===== src/rtl/hte_pkg.sv =====
// shared constants and types for the huffman table encoder
`timescale 1ns / 1ps
package hte_pkg;

	// code table geometry
	localparam int MAX_CODE_LEN = 32;
	localparam int SYMBOL_COUNT = 256;
	localparam int CODE_W       = 32;
	localparam int LEN_W        = 6;
	localparam int LEN_LIMIT    = (MAX_CODE_LEN < CODE_W) ? MAX_CODE_LEN : CODE_W;
	localparam int TBL_AW       = (SYMBOL_COUNT > 1) ? $clog2(SYMBOL_COUNT) : 1;

	// packer geometry: up to seven held bits plus one whole code
	localparam int ACC_W   = LEN_LIMIT + 8;
	localparam int CNT_W   = $clog2(ACC_W + 1);
	localparam int TOTAL_W = 48;

	// work queue between front and back
	localparam int QDEPTH = 4;
	localparam int QPTR_W = $clog2(QDEPTH);

	// item modes
	localparam logic [1:0] MODE_LOAD   = 2'd0;
	localparam logic [1:0] MODE_ENCODE = 2'd1;
	localparam logic [1:0] MODE_FLUSH  = 2'd2;

	// one unit of work for the packer
	typedef struct packed {
		logic              flush;
		logic [LEN_W-1:0]  len;
		logic [CODE_W-1:0] code;
	} work_t;

	// one result beat
	typedef struct packed {
		logic [7:0]         data_byte;
		logic [3:0]         bits_in_byte;
		logic               run_last;
		logic [TOTAL_W-1:0] stream_bits;
	} out_t;

endpackage


===== src/rtl/hte_back.sv =====
// back end: bit packer, bit counter and result buffer
`timescale 1ns / 1ps
module hte_back (
	input  logic           clk,
	input  logic           arst_n,
	input  hte_pkg::work_t head,
	input  logic           q_empty,
	output logic           q_rd,
	input  logic           pop,
	output logic           empty,
	output hte_pkg::out_t  beat
);
	import hte_pkg::*;

	logic [ACC_W-1:0]   v_q;
	logic [CNT_W-1:0]   n_q;
	logic [TOTAL_W-1:0] total_q;
	out_t               ob_q [2];
	logic               wp_q;
	logic               rp_q;
	logic [1:0]         ocnt_q;

	logic               pop_ok;
	logic               room;
	logic               have_byte;
	logic               take;
	logic               emit_byte;
	logic               emit_part;
	logic [CNT_W-1:0]   n_rest;
	logic [ACC_W-1:0]   byte_sh;
	logic [TOTAL_W:0]   sum;
	out_t               new_beat;

	assign pop_ok    = pop && !empty;
	assign room      = (ocnt_q != 2'd2) || pop_ok;
	assign have_byte = (n_q >= CNT_W'(8));
	assign take      = !q_empty && !have_byte && (!head.flush || n_q == '0 || room);
	assign emit_byte = have_byte && room;
	assign emit_part = take && head.flush && (n_q != '0);
	assign q_rd      = take;

	// byte extraction and next beat
	always_comb begin
		n_rest = n_q - CNT_W'(8);
		byte_sh = v_q >> n_rest;
		sum = {1'b0, total_q} + (TOTAL_W+1)'(head.len);
		new_beat.stream_bits = total_q;
		if (have_byte) begin
			new_beat.data_byte = byte_sh[7:0];
			new_beat.bits_in_byte = 4'd8;
			new_beat.run_last = (n_rest < CNT_W'(8));
		end else begin
			new_beat.data_byte = v_q[7:0] & ~(8'hFF << n_q[2:0]);
			new_beat.bits_in_byte = {1'b0, n_q[2:0]};
			new_beat.run_last = 1'b1;
		end
	end

	// packer state
	always_ff @(posedge clk or negedge arst_n) begin
		if (!arst_n) begin
			v_q <= '0;
			n_q <= '0;
			total_q <= '0;
		end else if (emit_byte) begin
			n_q <= n_rest;
		end else if (take) begin
			if (head.flush) begin
				v_q <= '0;
				n_q <= '0;
				total_q <= '0;
			end else begin
				v_q <= (v_q << head.len) | ACC_W'(head.code);
				n_q <= n_q + CNT_W'(head.len);
				total_q <= sum[TOTAL_W] ? {TOTAL_W{1'b1}} : sum[TOTAL_W-1:0];
			end
		end
	end

	// result buffer storage
	always_ff @(posedge clk) begin
		if (emit_byte || emit_part) begin
			ob_q[wp_q] <= new_beat;
		end
	end

	// result buffer pointers
	always_ff @(posedge clk or negedge arst_n) begin
		if (!arst_n) begin
			wp_q <= 1'b0;
			rp_q <= 1'b0;
			ocnt_q <= '0;
		end else begin
			if (emit_byte || emit_part) begin
				wp_q <= !wp_q;
			end
			if (pop_ok) begin
				rp_q <= !rp_q;
			end
			ocnt_q <= ocnt_q + 2'(emit_byte || emit_part) - 2'(pop_ok);
		end
	end

	assign empty = (ocnt_q == '0);
	assign beat  = ob_q[rp_q];

`ifndef SYNTH
	// held bits always fit the accumulator
	a_n_bound: assert property (@(posedge clk) disable iff (!arst_n)
		n_q < CNT_W'(ACC_W))
		else $error("packer bit count out of range");

	// a taken flush leaves the packer and counter cleared
	a_flush_clear: assert property (@(posedge clk) disable iff (!arst_n)
		(take && head.flush) |=> (n_q == '0 && total_q == '0))
		else $error("flush did not clear packer");

	// result buffer never holds more than two beats
	a_ob_bound: assert property (@(posedge clk) disable iff (!arst_n)
		ocnt_q != 2'd3)
		else $error("result buffer overflow");
`endif

endmodule


===== config.mk =====
export PLATFORM = sky130hd
export DESIGN_NAME = hte_back
export DESIGN_NICKNAME = d
export VERILOG_FILES = /design/src/rtl/hte_pkg.sv /design/src/rtl/hte_back.sv
export SDC_FILE = /design/constraint.sdc
export NUM_CORES = 1
export LEC_CHECK = 0
export ABC_AREA = 1
export BUFFER_PORTS_ARGS = -buffer_cell sky130_fd_sc_hd__buf_2
export CORE_ASPECT_RATIO = 0.5
export CORE_MARGIN = 4
export CORE_UTILIZATION = 50
export DETAILED_ROUTE_END_ITERATION = 7
export HOLD_SLACK_MARGIN = 0.06
export PLACE_DENSITY = 0.7
export SLEW_MARGIN = 20
export SYNTH_ARGS = -nofsm -noshare
export SYNTH_HDL_FRONTEND = slang
export SYNTH_SLANG_ARGS = --single-unit

===== constraint.sdc =====
create_clock -name clk -period 8.7 [get_ports clk]
set_clock_uncertainty 0.15 [all_clocks]
set_input_delay 0.87 -clock clk [delete_from_list [all_inputs] [get_ports clk]]
set_output_delay 0.87 -clock clk [all_outputs]
set_load 0.005 [all_outputs]

==> results by group <==
Global route
  • Largest net degree at the start of global routing: 64
  • Initial antenna violation count: 0
  • First-pass GRT wire length: between 60,000 and 70,000 um
  • Global Route Usage Sum: 26.5%
  • Vias in the first global route: 12,600
  • Total gr overflow: 0

Timing
  • Tmin final: 3.88 ns
  • Fmax: 258 MHz
  • RSZ-0062 raised after global routing: no
  • Fin. Hold Viols: 0
  • Slew Viols, Final: 0
  • Relative slew slack: roughly a third
  • Worst slew pin tran: 1.02 ns
  • Fin Setup TNS: 0 ns
  • Final setup viols: 0
  • Fin crit share: between 40% and 50%

Synth
  • Post-Syn Area: around 14,000 sq um
  • Yosys cell types: 42
  • Most used DFF post-synth: edfxtp_1
  • Register area share after synthesis: 42.4%
  • FF+latch count, synth: 220
  • Synth area leaders: edfxtp_1 (25%), nand2_1 (23%), dfrtp_1 (17%)
  • Syn_nets: about 2,100
  • Leading area contributor after synthesis: edfxtp_1
  • Async S/R FF share, synth: 44.5%
  • Post-synth top cells: nand2_1 (896), nand3_1 (356), edfxtp_1 (122)
  • Syn_area_per_cell: 6.93 sq um
  • Top-count cell post-synth: nand2_1
  • Top cell type's share of synthesized area: roughly 25%
  • Syn Inst Count: 2,082
  • YS warnings: 0
  • EDFF count, synth: 122

Detailed routing
  • DR vias/cell: 5.63
  • Post-Route WL: 42,800 um
  • DR iter-0 viols: 1,725
  • ANT nets after route: 0
  • Routed WL per cell: 16.9 um
  • Via Count: 14,200
  • DRC: 0
  • First-pass DRT Iterations: 6

Power and ir drop
  • Power per standard cell area: around 340 nW/um^2
  • Share of power burned in registers: a little under two fifths
  • VDD IR-drop max: 0.204 mV
  • Internal power: 2.96 mW
  • Switching power total: about 2.4 mW
  • Switching share of total power: 44.3%
  • Clk pwr share: 17.2%
  • Combinational share of power: 45.8%
  • Leak Pwr: 7.56 nW

Placement
  • Post-DP HPWL: 29,600 um
  • Final RePlAce weighted congestion: about 0.95
  • I/O Buffers: 105

Setup path
  • Reg2reg setup slack: 5.07 ns
  • Crit Path Class: flop to output port
  • CP Capture Type: output port
  • Reg-to-reg startpoint: n_q[2]
  • CP Capture Point: q_rd
  • Critical path origin: n_q[2]
  • Crit path cell chain: buf_4 > inv_1 > nand2_2 > nor2_2 > nand2_1 > nand2_2 > inv_2 > nand2_1 > a21oi_4 > buf_4 > buf_2
  • CP peak stage delay: 0.46 ns
  • Crit path max fanout: 41
  • Cells on worst reg2reg path: 12
  • Crit path DAT: 2.86 ns
  • Req. time, crit path: between 7 and 8 ns
  • RR Endpoint: v_q[4]
  • Critical-path top delay cell: buf_4
  • CP Launch Type: flop

Cells and area
  • Diodes inserted: 0
  • Layout cells sized above 1: 9.85%
  • Area grow syn2layout: 9.53%
  • Final #Nets: 2,187
  • Fin util: 56.3%

CTS
  • Postcts setup bufs: 0
  • Reg clk slew, reported paths: about 0.06 ns
  • Clk_lat worst skew: 0.53 ns
  • H-tree Lvls: 1
  • Maximum root-to-sink buffer count: 3
  • Post_cts resized: 0
  • CTS Hold Bufs: 0
  • Root Driver: clkbuf_16
  • Clk sinks: between 200 and 250
  • Num CTS Buffers: 21
  • CTS tree: done

Die
  • DIE HEIGHT: 128 um
  • Die Span X: 248 um
  • Initial Util: 51.4%
  • Std cell rows: 43
  • Die area: 31,800 sq um
  • Core box area: 28,100 sq um
  • I/O pins: 106

Status
  • Status: complete, no violations

Hold path
  • Min-Delay Path Class: primary input to asynchronous set/reset pin

Run
  • Max-cap violation count: 0
[routing by layer]
layer	part of all wire [%]	vias up	global-route usage [%]
met5	0	-	0
met4	3.0	0	6.56
met3	7.8	98	3.95
met2	44	646	41.5
met1	45	6526	38.8
li1	-	6934	-
[through the flow]
stage          hold slack, ns  power, mW  worst slack [ns]  instance area, sq um  instances
2_1_floorplan           0.299       3.62              4.20                 14400       2082
3_3_place_gp            0.323       4.38              4.98                 15100       2486
3_5_place_dp            0.321       4.40              4.93                 15100       2486
4_1_cts                 0.215       5.32              4.83                 15800       2524
5_1_grt                 0.247       5.74              4.62                 15800       2524
6_report                0.200       5.32              4.82                 15800       2524
[sequential cells by signal, summed over array words and instances (netlist names)]
signal	flops
total_q	48
ocnt_q	2
wp_q	1
ob_q	122
v_q	40
rp_q	1
n_q	6
[placed cells by master, fill, tap and decap left out, types with 3 or more instances in the layout]
master / netlist / layout
clkinv_1: 5 / 4
o22ai_1: 4 / 4
xor2_1: 14 / 14
or2_2: 13 / 13
nor2_1: 83 / 80
a21oi_1: 26 / 26
xnor2_1: 4 / 4
clkbuf_8: 0 / 3
nand2_2: 5 / 5
nand4_1: 22 / 22
dfrtp_1: 98 / 97
o211ai_1: 3 / 3
inv_2: 15 / 16
inv_1: 111 / 110
nor2_2: 6 / 7
clkbuf_16: 0 / 21
nor3_2: 7 / 7
o21bai_1: 3 / 3
nand3_1: 356 / 356
nand2_1: 896 / 896
o21ai_1: 28 / 28
nor2_4: 1 / 3
clkbuf_1: 49 / 8
clkinv_2: 0 / 3
buf_4: 1 / 19
buf_2: 33 / 104
nand3b_1: 20 / 20
o21ai_0: 83 / 83
nor3_1: 24 / 24
ha_1: 15 / 15
edfxtp_1: 122 / 122
[area by class of cell]
cell class	count	area [sq um]
Fill cell	2745	12300
Clock inverter	6	65.1
Multi-Input combinational cell	1630	7400
Inverter	131	493
Timing Repair Buffer	123	663
Tap cell	382	478
Clock buffer	32	597
Sequential cell	220	6120
[power by group through the flow]
stage | logic [mW] | clock network, mW | registers [mW]
CTS | 2.43 | 0.924 | 1.96
finish | 2.44 | 0.914 | 1.97
global placement | 2.40 | 0 | 1.97
global route | 2.76 | 0.970 | 2.01
floorplan | 1.73 | 0 | 1.89
detailed placement | 2.42 | 0 | 1.98
[critical path: cells and delay by family (launching register included)]
family / cells / cell delay [ns]
buffers and inverters: 5 / 1.31
and+or+nand+nor: 5 / 0.52
DFF: 1 / 0.33
AOI/OAI and AO/OA: 1 / 0.13
[how the worst min path moves through the flow]
stage          startpoint      end  slack, ns  cells past startpoint
2_1_floorplan     v_q[39]  v_q[39]       0.30                      2
6_report           arst_n  v_q[23]       0.20                      1
5_1_grt            arst_n  v_q[25]       0.25                      1
3_3_place_gp      v_q[39]  v_q[39]       0.32                      2
3_5_place_dp      v_q[39]  v_q[39]       0.32                      2
4_1_cts            arst_n  v_q[25]       0.22                      1
[logic make-up after synthesis]
kind of cell,count (synthesis),synth area share (%)
simple gates,1437,42.5
fa+ha+maj,17,1.58
buf+inv,232,6.50
compound gates,158,5.95
xor+xnor,18,1.09
flops,220,42.4
Note: power is estimated with default switching activity, not from simulation.
