<file path="src/rtl/hte_pkg.sv">
// shared constants and types for the huffman table encoder
`timescale 1ns / 1ps
package hte_pkg;

	// code table geometry
	localparam int MAX_CODE_LEN = 32;
	localparam int SYMBOL_COUNT = 256;
	localparam int CODE_W       = 32;
	localparam int LEN_W        = 6;
	localparam int LEN_LIMIT    = (MAX_CODE_LEN < CODE_W) ? MAX_CODE_LEN : CODE_W;
	localparam int TBL_AW       = (SYMBOL_COUNT > 1) ? $clog2(SYMBOL_COUNT) : 1;

	// packer geometry: up to seven held bits plus one whole code
	localparam int ACC_W   = LEN_LIMIT + 8;
	localparam int CNT_W   = $clog2(ACC_W + 1);
	localparam int TOTAL_W = 48;

	// work queue between front and back
	localparam int QDEPTH = 4;
	localparam int QPTR_W = $clog2(QDEPTH);

	// item modes
	localparam logic [1:0] MODE_LOAD   = 2'd0;
	localparam logic [1:0] MODE_ENCODE = 2'd1;
	localparam logic [1:0] MODE_FLUSH  = 2'd2;

	// one unit of work for the packer
	typedef struct packed {
		logic              flush;
		logic [LEN_W-1:0]  len;
		logic [CODE_W-1:0] code;
	} work_t;

	// one result beat
	typedef struct packed {
		logic [7:0]         data_byte;
		logic [3:0]         bits_in_byte;
		logic               run_last;
		logic [TOTAL_W-1:0] stream_bits;
	} out_t;

endpackage

</file>
<file path="src/rtl/hte_queue.sv">
// short work queue between front and back
`timescale 1ns / 1ps
module hte_queue (
	input  logic           clk,
	input  logic           arst_n,
	input  logic           wr,
	input  hte_pkg::work_t wr_item,
	output logic           full,
	input  logic           rd,
	output hte_pkg::work_t rd_item,
	output logic           empty
);
	import hte_pkg::*;

	work_t             slot_q [QDEPTH];
	logic [QPTR_W-1:0] wp_q;
	logic [QPTR_W-1:0] rp_q;
	logic [QPTR_W:0]   cnt_q;
	logic              do_wr;
	logic              do_rd;

	assign full    = (cnt_q == (QPTR_W+1)'(QDEPTH));
	assign empty   = (cnt_q == '0);
	assign do_wr   = wr && !full;
	assign do_rd   = rd && !empty;
	assign rd_item = slot_q[rp_q];

	// storage
	always_ff @(posedge clk) begin
		if (do_wr) begin
			slot_q[wp_q] <= wr_item;
		end
	end

	// pointers and fill count
	always_ff @(posedge clk or negedge arst_n) begin
		if (!arst_n) begin
			wp_q <= '0;
			rp_q <= '0;
			cnt_q <= '0;
		end else begin
			if (do_wr) begin
				wp_q <= wp_q + 1'b1;
			end
			if (do_rd) begin
				rp_q <= rp_q + 1'b1;
			end
			cnt_q <= cnt_q + (QPTR_W+1)'(do_wr) - (QPTR_W+1)'(do_rd);
		end
	end

`ifndef SYNTH
	// fill count never passes the depth
	a_cnt_bound: assert property (@(posedge clk) disable iff (!arst_n)
		cnt_q <= (QPTR_W+1)'(QDEPTH))
		else $error("work queue count out of range");

	// front never offers work into a full queue
	a_no_overrun: assert property (@(posedge clk) disable iff (!arst_n)
		!(wr && full))
		else $error("work queue overrun");
`endif

endmodule

</file>
<file path="config.mk">
export PLATFORM = sky130hd
export DESIGN_NAME = hte_queue
export DESIGN_NICKNAME = d
export VERILOG_FILES = /design/src/rtl/hte_pkg.sv /design/src/rtl/hte_queue.sv
export SDC_FILE = /design/constraint.sdc
export NUM_CORES = 1
export LEC_CHECK = 0
export BUFFER_PORTS_ARGS = -buffer_cell sky130_fd_sc_hd__buf_4
export CAP_MARGIN = 15
export CORE_MARGIN = 5
export CORE_UTILIZATION = 60
export CTS_CLUSTER_DIAMETER = 50
export CTS_CLUSTER_SIZE = 30
export DETAILED_ROUTE_END_ITERATION = 10
export GPL_TIMING_DRIVEN = 0
export PLACE_DENSITY = 0.83
export SYNTH_ARGS = -nofsm -noshare
export SYNTH_HDL_FRONTEND = slang
export SYNTH_SLANG_ARGS = --single-unit
</file>
<file path="constraint.sdc">
create_clock -name clk -period 3.5 [get_ports clk]
set_input_delay 0.7 -clock clk [delete_from_list [all_inputs] [get_ports clk]]
set_output_delay 0.7 -clock clk [all_outputs]
set_load 0.01 [all_outputs]
</file>
==> impl_metrics.yaml, run 1 <==
place:
  hpwlAfterDp_mm: 6.53
  place.gp.congestion: 0.724
  io_buffers: 83
  dp.cells: 468
finish:
  finalNetCount: 402
  synthToLayoutAreaGrowth_pct: 23.3
  drive_above_1_share_pct: 45.2
  register_area_sq_um: 4860
  final_cell_mix: "edfxtp_1 (156), buf_4 (83), mux4_2 (38)"
  layout_commonest_cell: "edfxtp_1"
  fin_cells: 501
  fill_cells: 569
  diodes: 0
  multi_input_area_sq_um: 1160
clocking:
  clockRootBuffer: "clkbuf_8"
  tritoncts: "built"
  htreeDepth: 4
  clk_latency_ps: 520
  cts_hold_buf: 1
  cts_resized: 0
  cts_num_sinks: 163
  cts_setup_buffers: 0
  clockBufferDepth: 2
  clk_pin_slew_worst_paths_ps: 60
  cts-buffers-inserted: 17
drt:
  drc: 0
  wl_mm: 10.5
  ant_nets: 0
  routedWlPerCell_um: 20.9
  vias: 2797
  drtIter0Drc: 164
  firstDrtPassIters: 4
  via_per_inst: 5.58
worst_setup_path:
  cp_slowest_cell: "mux4_2"
  path_buf_inv: 3
  crit_required_ps: 2800
  cp_slowest_stage_delay_ps: 530
  cpLargestDelayFamily: "multiplexers"
  startpoint_type: "flop"
  end_kind: "output port"
  path_cells: "buf_6 > buf_12 > mux4_2 > buf_4"
  crit_type: "flop to output port"
  crit_arrival_ps: 1860
  path_max_fanout: 10
synth:
  synth.net_count: 295
  yosysTopAreaCell: "edfxtp_1"
  synth_area_sq_um: 6150
  synth.avg_cell_area_sq_um: 25.1
  ys_seq_area_share_pct: 79.1
  synthTopCellsByArea: "edfxtp_1 (76%), mux4_2 (14%), dfrtp_1 (2.8%)"
  synth_top_cell_area_share_pct: 76.2
  yosys_warnings: 0
  synth_cell_types: 20
  syn_inst: 245
  synth.ff_latch_count: 163
timing:
  rsz0062_at_grt: "false"
  slew_headroom_pct: 68.4
  max_freq_ghz: 0.390
  finalSetupTns_ps: 0
  post-route-period-util_pct: 73.2
  tightest_slew_ps: 474
  fin_crit_ps: 2560
  finalHoldViolCount: 0
  setup_violations: 0
  report.final.slew_viol_count: 0
  finClkSkew_ps: 8.48
global_routing:
  grt_pass1_wl_mm: 16.8
  antenna_found_initial: 0
  met3_usage_pct: 6.39
  use_met2_pct: 29.8
  globalRouteMet1Util_pct: 23.4
  grt_max_degree: 32
  overflow: 0
  grt_pass1_vias: 3083
  grt_usage_pct: 18.4
  busiest_layer: "met2"
die:
  die_x_um: 111
  initial_core_util_pct: 60.6
  rows: 37
  coreArea_sq_um: 10100
  io_pins: 84
  die_h_um: 111
  dieArea_sq_um: 12400
run_status:
  outcome: "finished, final reports clean"
power_and_ir_drop:
  ir_drop_v: 0.000560
  p_leak_uw: 0.00266
  p_per_area_nw_per_um2: 862
flow_run:
  max_cap_viol_count: 0
min_path:
  hold_path_class: "input port to flop"
cell usage after synthesis (all sizes together):
library cell    n
edfxtp        156
mux4           39
buf             9
dfrtp           7
ha              6
inv             6
and3b           4
nand2b          4
xnor2           4
nand4bb         2
o211ai          2
fa              1
nand2           1
nor3            1
nor3b           1
o311ai          1
o31ai           1
power breakdown:
group	switching, uW	internal (uW)	leakage, uW	total, uW
Sequential	133	2580	0.00151	2710
Clock	687	1000	0.000253	1690
Combinational	995	1130	0.000892	2130
Total	1820	4710	0.00266	6530
routing by layer:
metal / up-vias / part of all wire (%)
met2: 81 / 52
met1: 1453 / 41
met4: 0 / 1.4
met3: 14 / 5.6
met5: - / 0
li1: 1249 / -
stage by stage:
step	worst slack [ps]	power (uW)	cell area [sq um]	hold WS, ps	utilization (%)
6_report	937	6530	7580	381	74.7
4_1_cts	883	6620	7580	351	74.7
2_1_floorplan	1400	4020	6150	404	-
3_5_place_dp	1150	4920	7030	519	69.3
3_3_place_gp	592	4810	6940	517	68.5
5_1_grt	852	6850	7580	353	74.7
worst paths after layout:
path                                  start            end  slack [ps]  cells after the start
worst max-delay path                rp_q[0]    rd_item[29]         940                      4
worst min-delay path            wr_item[10]  slot_q[1][10]         380                      1
worst max register to register     cnt_q[0]       cnt_q[2]        1220                      8
worst min register to register      wp_q[1]        wp_q[1]         610                      2
max in group asynchronous            arst_n        rp_q[0]        2850                      2
min in group asynchronous            arst_n        wp_q[1]         520                      2
layout make-up:
type	count	share of cell area [%]
clock buffers	21	5.66
plain buffers	9	1.47
inverters	6	0.297
well taps	136	2.25
repair buffers	88	9.41
flip-flops and latches	163	64.1
clock inverters	11	1.49
multi-input cells	67	15.3
kinds of logic (layout without fill, tap and decap cells):
family	count (synthesis)	in the layout	synth area share, %
AO/OA/AOI/OAI	4	4	0.509
XOR/XNOR	4	4	0.570
adder cells (fa/ha/maj)	7	7	1.55
buffers and inverters	15	135	2.18
flip-flops	163	163	79.1
multiplexers	39	39	14.3
AND/OR/NAND/NOR	13	13	1.79
worst reg2reg max path, stage by stage (launching register included):
cell	delay [ps]
dfrtp_1	470
o31ai_1	390
inv_1	90
ha_1	280
inv_1	40
ha_1	180
fa_1	380
xnor2_1	210
xnor2_1	160
flip-flops by register name, indices dropped and copies added (netlist names):
| signal | flops |
|---|---|
| rp_q | 2 |
| wp_q | 2 |
| slot_q | 156 |
| cnt_q | 3 |
No activity file was read; power rests on OpenSTA's default activity.
==> run 2: changes to the inputs <==
--- a/config.mk
+++ b/config.mk
@@ -5,15 +5,16 @@
 export SDC_FILE = /design/constraint.sdc
 export NUM_CORES = 1
 export LEC_CHECK = 0
+export ABC_AREA = 1
 export BUFFER_PORTS_ARGS = -buffer_cell sky130_fd_sc_hd__buf_4
 export CAP_MARGIN = 15
 export CORE_MARGIN = 5
-export CORE_UTILIZATION = 60
+export CORE_UTILIZATION = 57
 export CTS_CLUSTER_DIAMETER = 50
 export CTS_CLUSTER_SIZE = 30
 export DETAILED_ROUTE_END_ITERATION = 10
 export GPL_TIMING_DRIVEN = 0
-export PLACE_DENSITY = 0.83
+export PLACE_DENSITY = 0.79
 export SYNTH_ARGS = -nofsm -noshare
 export SYNTH_HDL_FRONTEND = slang
 export SYNTH_SLANG_ARGS = --single-unit
==> constraint.sdc (replaced) <==
create_clock -name clk -period 2.5 [get_ports clk]
set_input_delay 0.5 -clock clk [delete_from_list [all_inputs] [get_ports clk]]
set_output_delay 0.5 -clock clk [all_outputs]
set_load 0.01 [all_outputs]
==> run 2 against run 1 <==
Compared with the run above: clock-buffer cell count stayed put; synthesized area up 6.2%; via count is 55% higher; die area increased by 11%; wire length increased by 31%; final cell count grew 62%; clock skew fell by 0.89 ps; non-clock buffer count is 16 higher; synthesized cell count rose by 130%; sequential power up 38%; combinational power rose by 71%; largest cell class unchanged; largest power group unchanged.
==> impl_metrics.yaml, run 2 <==
run_status:
  outcome: "finished, final reports clean"
synth:
  synthTopCellsByArea: "edfxtp_1 (72%), nand2_1 (7.8%), o21ai_0 (5.1%)"
  synth.avg_cell_area_sq_um: 11.8
  synth_area_sq_um: 6530
  yosysMostFrequentCell: "edfxtp_1"
  yosysTopAreaCell: "edfxtp_1"
  synth.ff_latch_count: 163
  syn_inst: 552
  synth_common_cells: "edfxtp_1 (156), nand2_1 (136), nor2_1 (83)"
  synth-edff-count: 156
  yosys_warnings: 0
  synth_top_cell_area_share_pct: 71.8
  ys_seq_area_share_pct: 74.4
  ys.flop_type: "edfxtp_1"
  synth_cell_types: 18
  synth.net_count: 602
  async_flop_share_pct: 4.29
die:
  die_h_um: 117
  die_x_um: 117
  rows: 39
  io_pins: 84
  dieArea_sq_um: 13700
  initial_core_util_pct: 57.7
  coreArea_sq_um: 11300
worst_setup_path:
  startpoint_type: "flop"
  path_max_fanout: 10
  cpLargestDelayFamily: "buffers and inverters"
  cp_slowest_stage_delay_ps: 450
  crit_arrival_ps: 1860
  crit_start: "rp_q[1]"
  cp_slowest_cell: "clkbuf_1"
  r2r_start: "cnt_q[1]"
  path_buf_inv: 3
  path_cells: "inv_2 > clkbuf_1 > nor2_1 > o21ai_0 > nand2_1 > buf_4"
  crit_path_end: "rd_item[33]"
  rrSetupSlack_ps: 350
  crit_required_ps: 2000
  crit_type: "flop to output port"
  end_kind: "output port"
  cp.depth: 6
  ff2ff_path_depth: 9
  r2r_end: "cnt_q[2]"
place:
  pre_cts_ws_ps: 325
  place.gp.congestion: 0.758
  hpwlAfterDp_mm: 8.63
  io_buffers: 83
finish:
  drive_above_1_share_pct: 19.8
  largest_register_ffs: 156
  top_register: "slot_q"
  diodes: 0
  layout_commonest_cell: "edfxtp_1"
  reg_top3: "slot_q x156, cnt_q x3"
  final_cell_mix: "edfxtp_1 (156), nand2_1 (136), buf_4 (84)"
  fill_cells: 755
  finalNetCount: 709
  synthToLayoutAreaGrowth_pct: 22.7
power_and_ir_drop:
  p_leak_uw: 0.00328
  p_per_area_nw_per_um2: 1220
  ir_drop_v: 0.000831
  finalPower_uw: 9800
global_routing:
  overflow: 0
  antenna_found_initial: 0
  grt_pass1_wl_mm: 21.7
  grt_max_degree: 27
  grt_pass1_vias: 4456
  grt_usage_pct: 21.4
drt:
  drc: 0
  drtIter0Drc: 309
  routedWlPerCell_um: 16.9
  firstDrtPassIters: 5
  wl_mm: 13.7
  ant_nets: 0
  via_per_inst: 5.31
  vias: 4324
timing:
  report.final.slew_viol_count: 0
  tightest_slew_ps: 775
  max_freq_ghz: 0.424
  fin_crit_ps: 2360
  finClkSkew_ps: 7.59
  setup_violations: 0
  post-route-period-util_pct: 94.4
  finalWorstSetupSlack_ps: 141
  rsz0062_at_grt: "false"
  finalHoldViolCount: 0
  slew_headroom_pct: 48.2
clocking:
  cts_setup_buffers: 0
  cts_num_sinks: 163
  tritoncts: "built"
  clockRootBuffer: "clkbuf_16"
  clockBufferDepth: 2
  clk_pin_slew_worst_paths_ps: 60
  cts-buffers-inserted: 17
  clk_latency_ps: 410
  htreeDepth: 4
flow_run:
  max_cap_viol_count: 0
min_path:
  hold_path_class: "input port to flop"
run 2: changes by cell type in the layout (fill, tap and decap cells not counted), moves of 5 or more:
cell / change
inv_1: +48
buf_2: +5
nand2_1: +135
o21ai_1: +11
mux4_2: -38
clkbuf_1: +9
buf_12: -5
nor2_1: +79
o21ai_0: +67
run 2: layout make-up:
cell class	instances	area (sq um)	share of cell area, %
well taps	143	179	2.23
clock inverters	10	111	1.39
multi-input cells	309	1370	17.0
flip-flops and latches	163	4860	60.7
plain buffers	25	128	1.59
repair buffers	88	721	9.00
clock buffers	21	440	5.50
inverters	55	206	2.58
run 2: metrics by stage:
step	hold WS [ps]	cell area, sq um	cells	util, %	setup TNS (ps)
after floorplan	204	6530	552	-	-37340
final	286	8010	814	70.8	0
after global routing	272	8010	814	70.8	0
after detailed placement	322	7450	782	65.8	0
after global placement	315	7330	778	64.7	-249050
after CTS	276	8010	814	70.7	0
run 2: cell families after synthesis:
kind of cell | count (synthesis) | share of synthesized area, %
adder cells (fa/ha/maj) | 7 | 1.46
AND/OR/NAND/NOR | 224 | 13.0
buffers and inverters | 80 | 5.10
AO/OA/AOI/OAI | 78 | 5.98
flip-flops | 163 | 74.4
run 2: power by group:
part           switching (uW)  internal, uW  total [uW]
combinational            2280          1370        3650
sequential                143          3600        3740
clock                     954          1450        2410
run 2: timing repair:
action / CTS / global route
hold buffers: 1 / 0
hold endpoints to repair: 7 / 0
endpoints found under the setup margin: 0 / 1
gates resized for setup: 0 / 1
run 2: worst register-to-register path: stages, from the launching register on:
cell and delay, ps:
dfrtp_1 400, nor2_1 150, nand2_1 120, nand2_1 380, ha_1 220, inv_1 40, ha_1 180, fa_1 370
nand3b_1 160, nand2_1 70
run 2: worst min-delay path by stage:
stage | startpoint | end | slack (ps) | depth (start not counted)
after global placement | arst_n | wp_q[1] | 320 | 1
after global routing | wr_item[10] | slot_q[0][10] | 270 | 1
final | wr_item[29] | slot_q[0][29] | 290 | 1
after detailed placement | arst_n | wp_q[0] | 320 | 1
after floorplan | arst_n | cnt_q[0] | 200 | 0
after CTS | wr_item[0] | slot_q[1][0] | 280 | 1
run 2: routing by layer:
metal | GRT usage [%] | wire length (um)
met4 | 8.41 | 248
met2 | 36.9 | 7120
met1 | 26.2 | 5360
met5 | 0 | 0
met3 | 5.14 | 1000
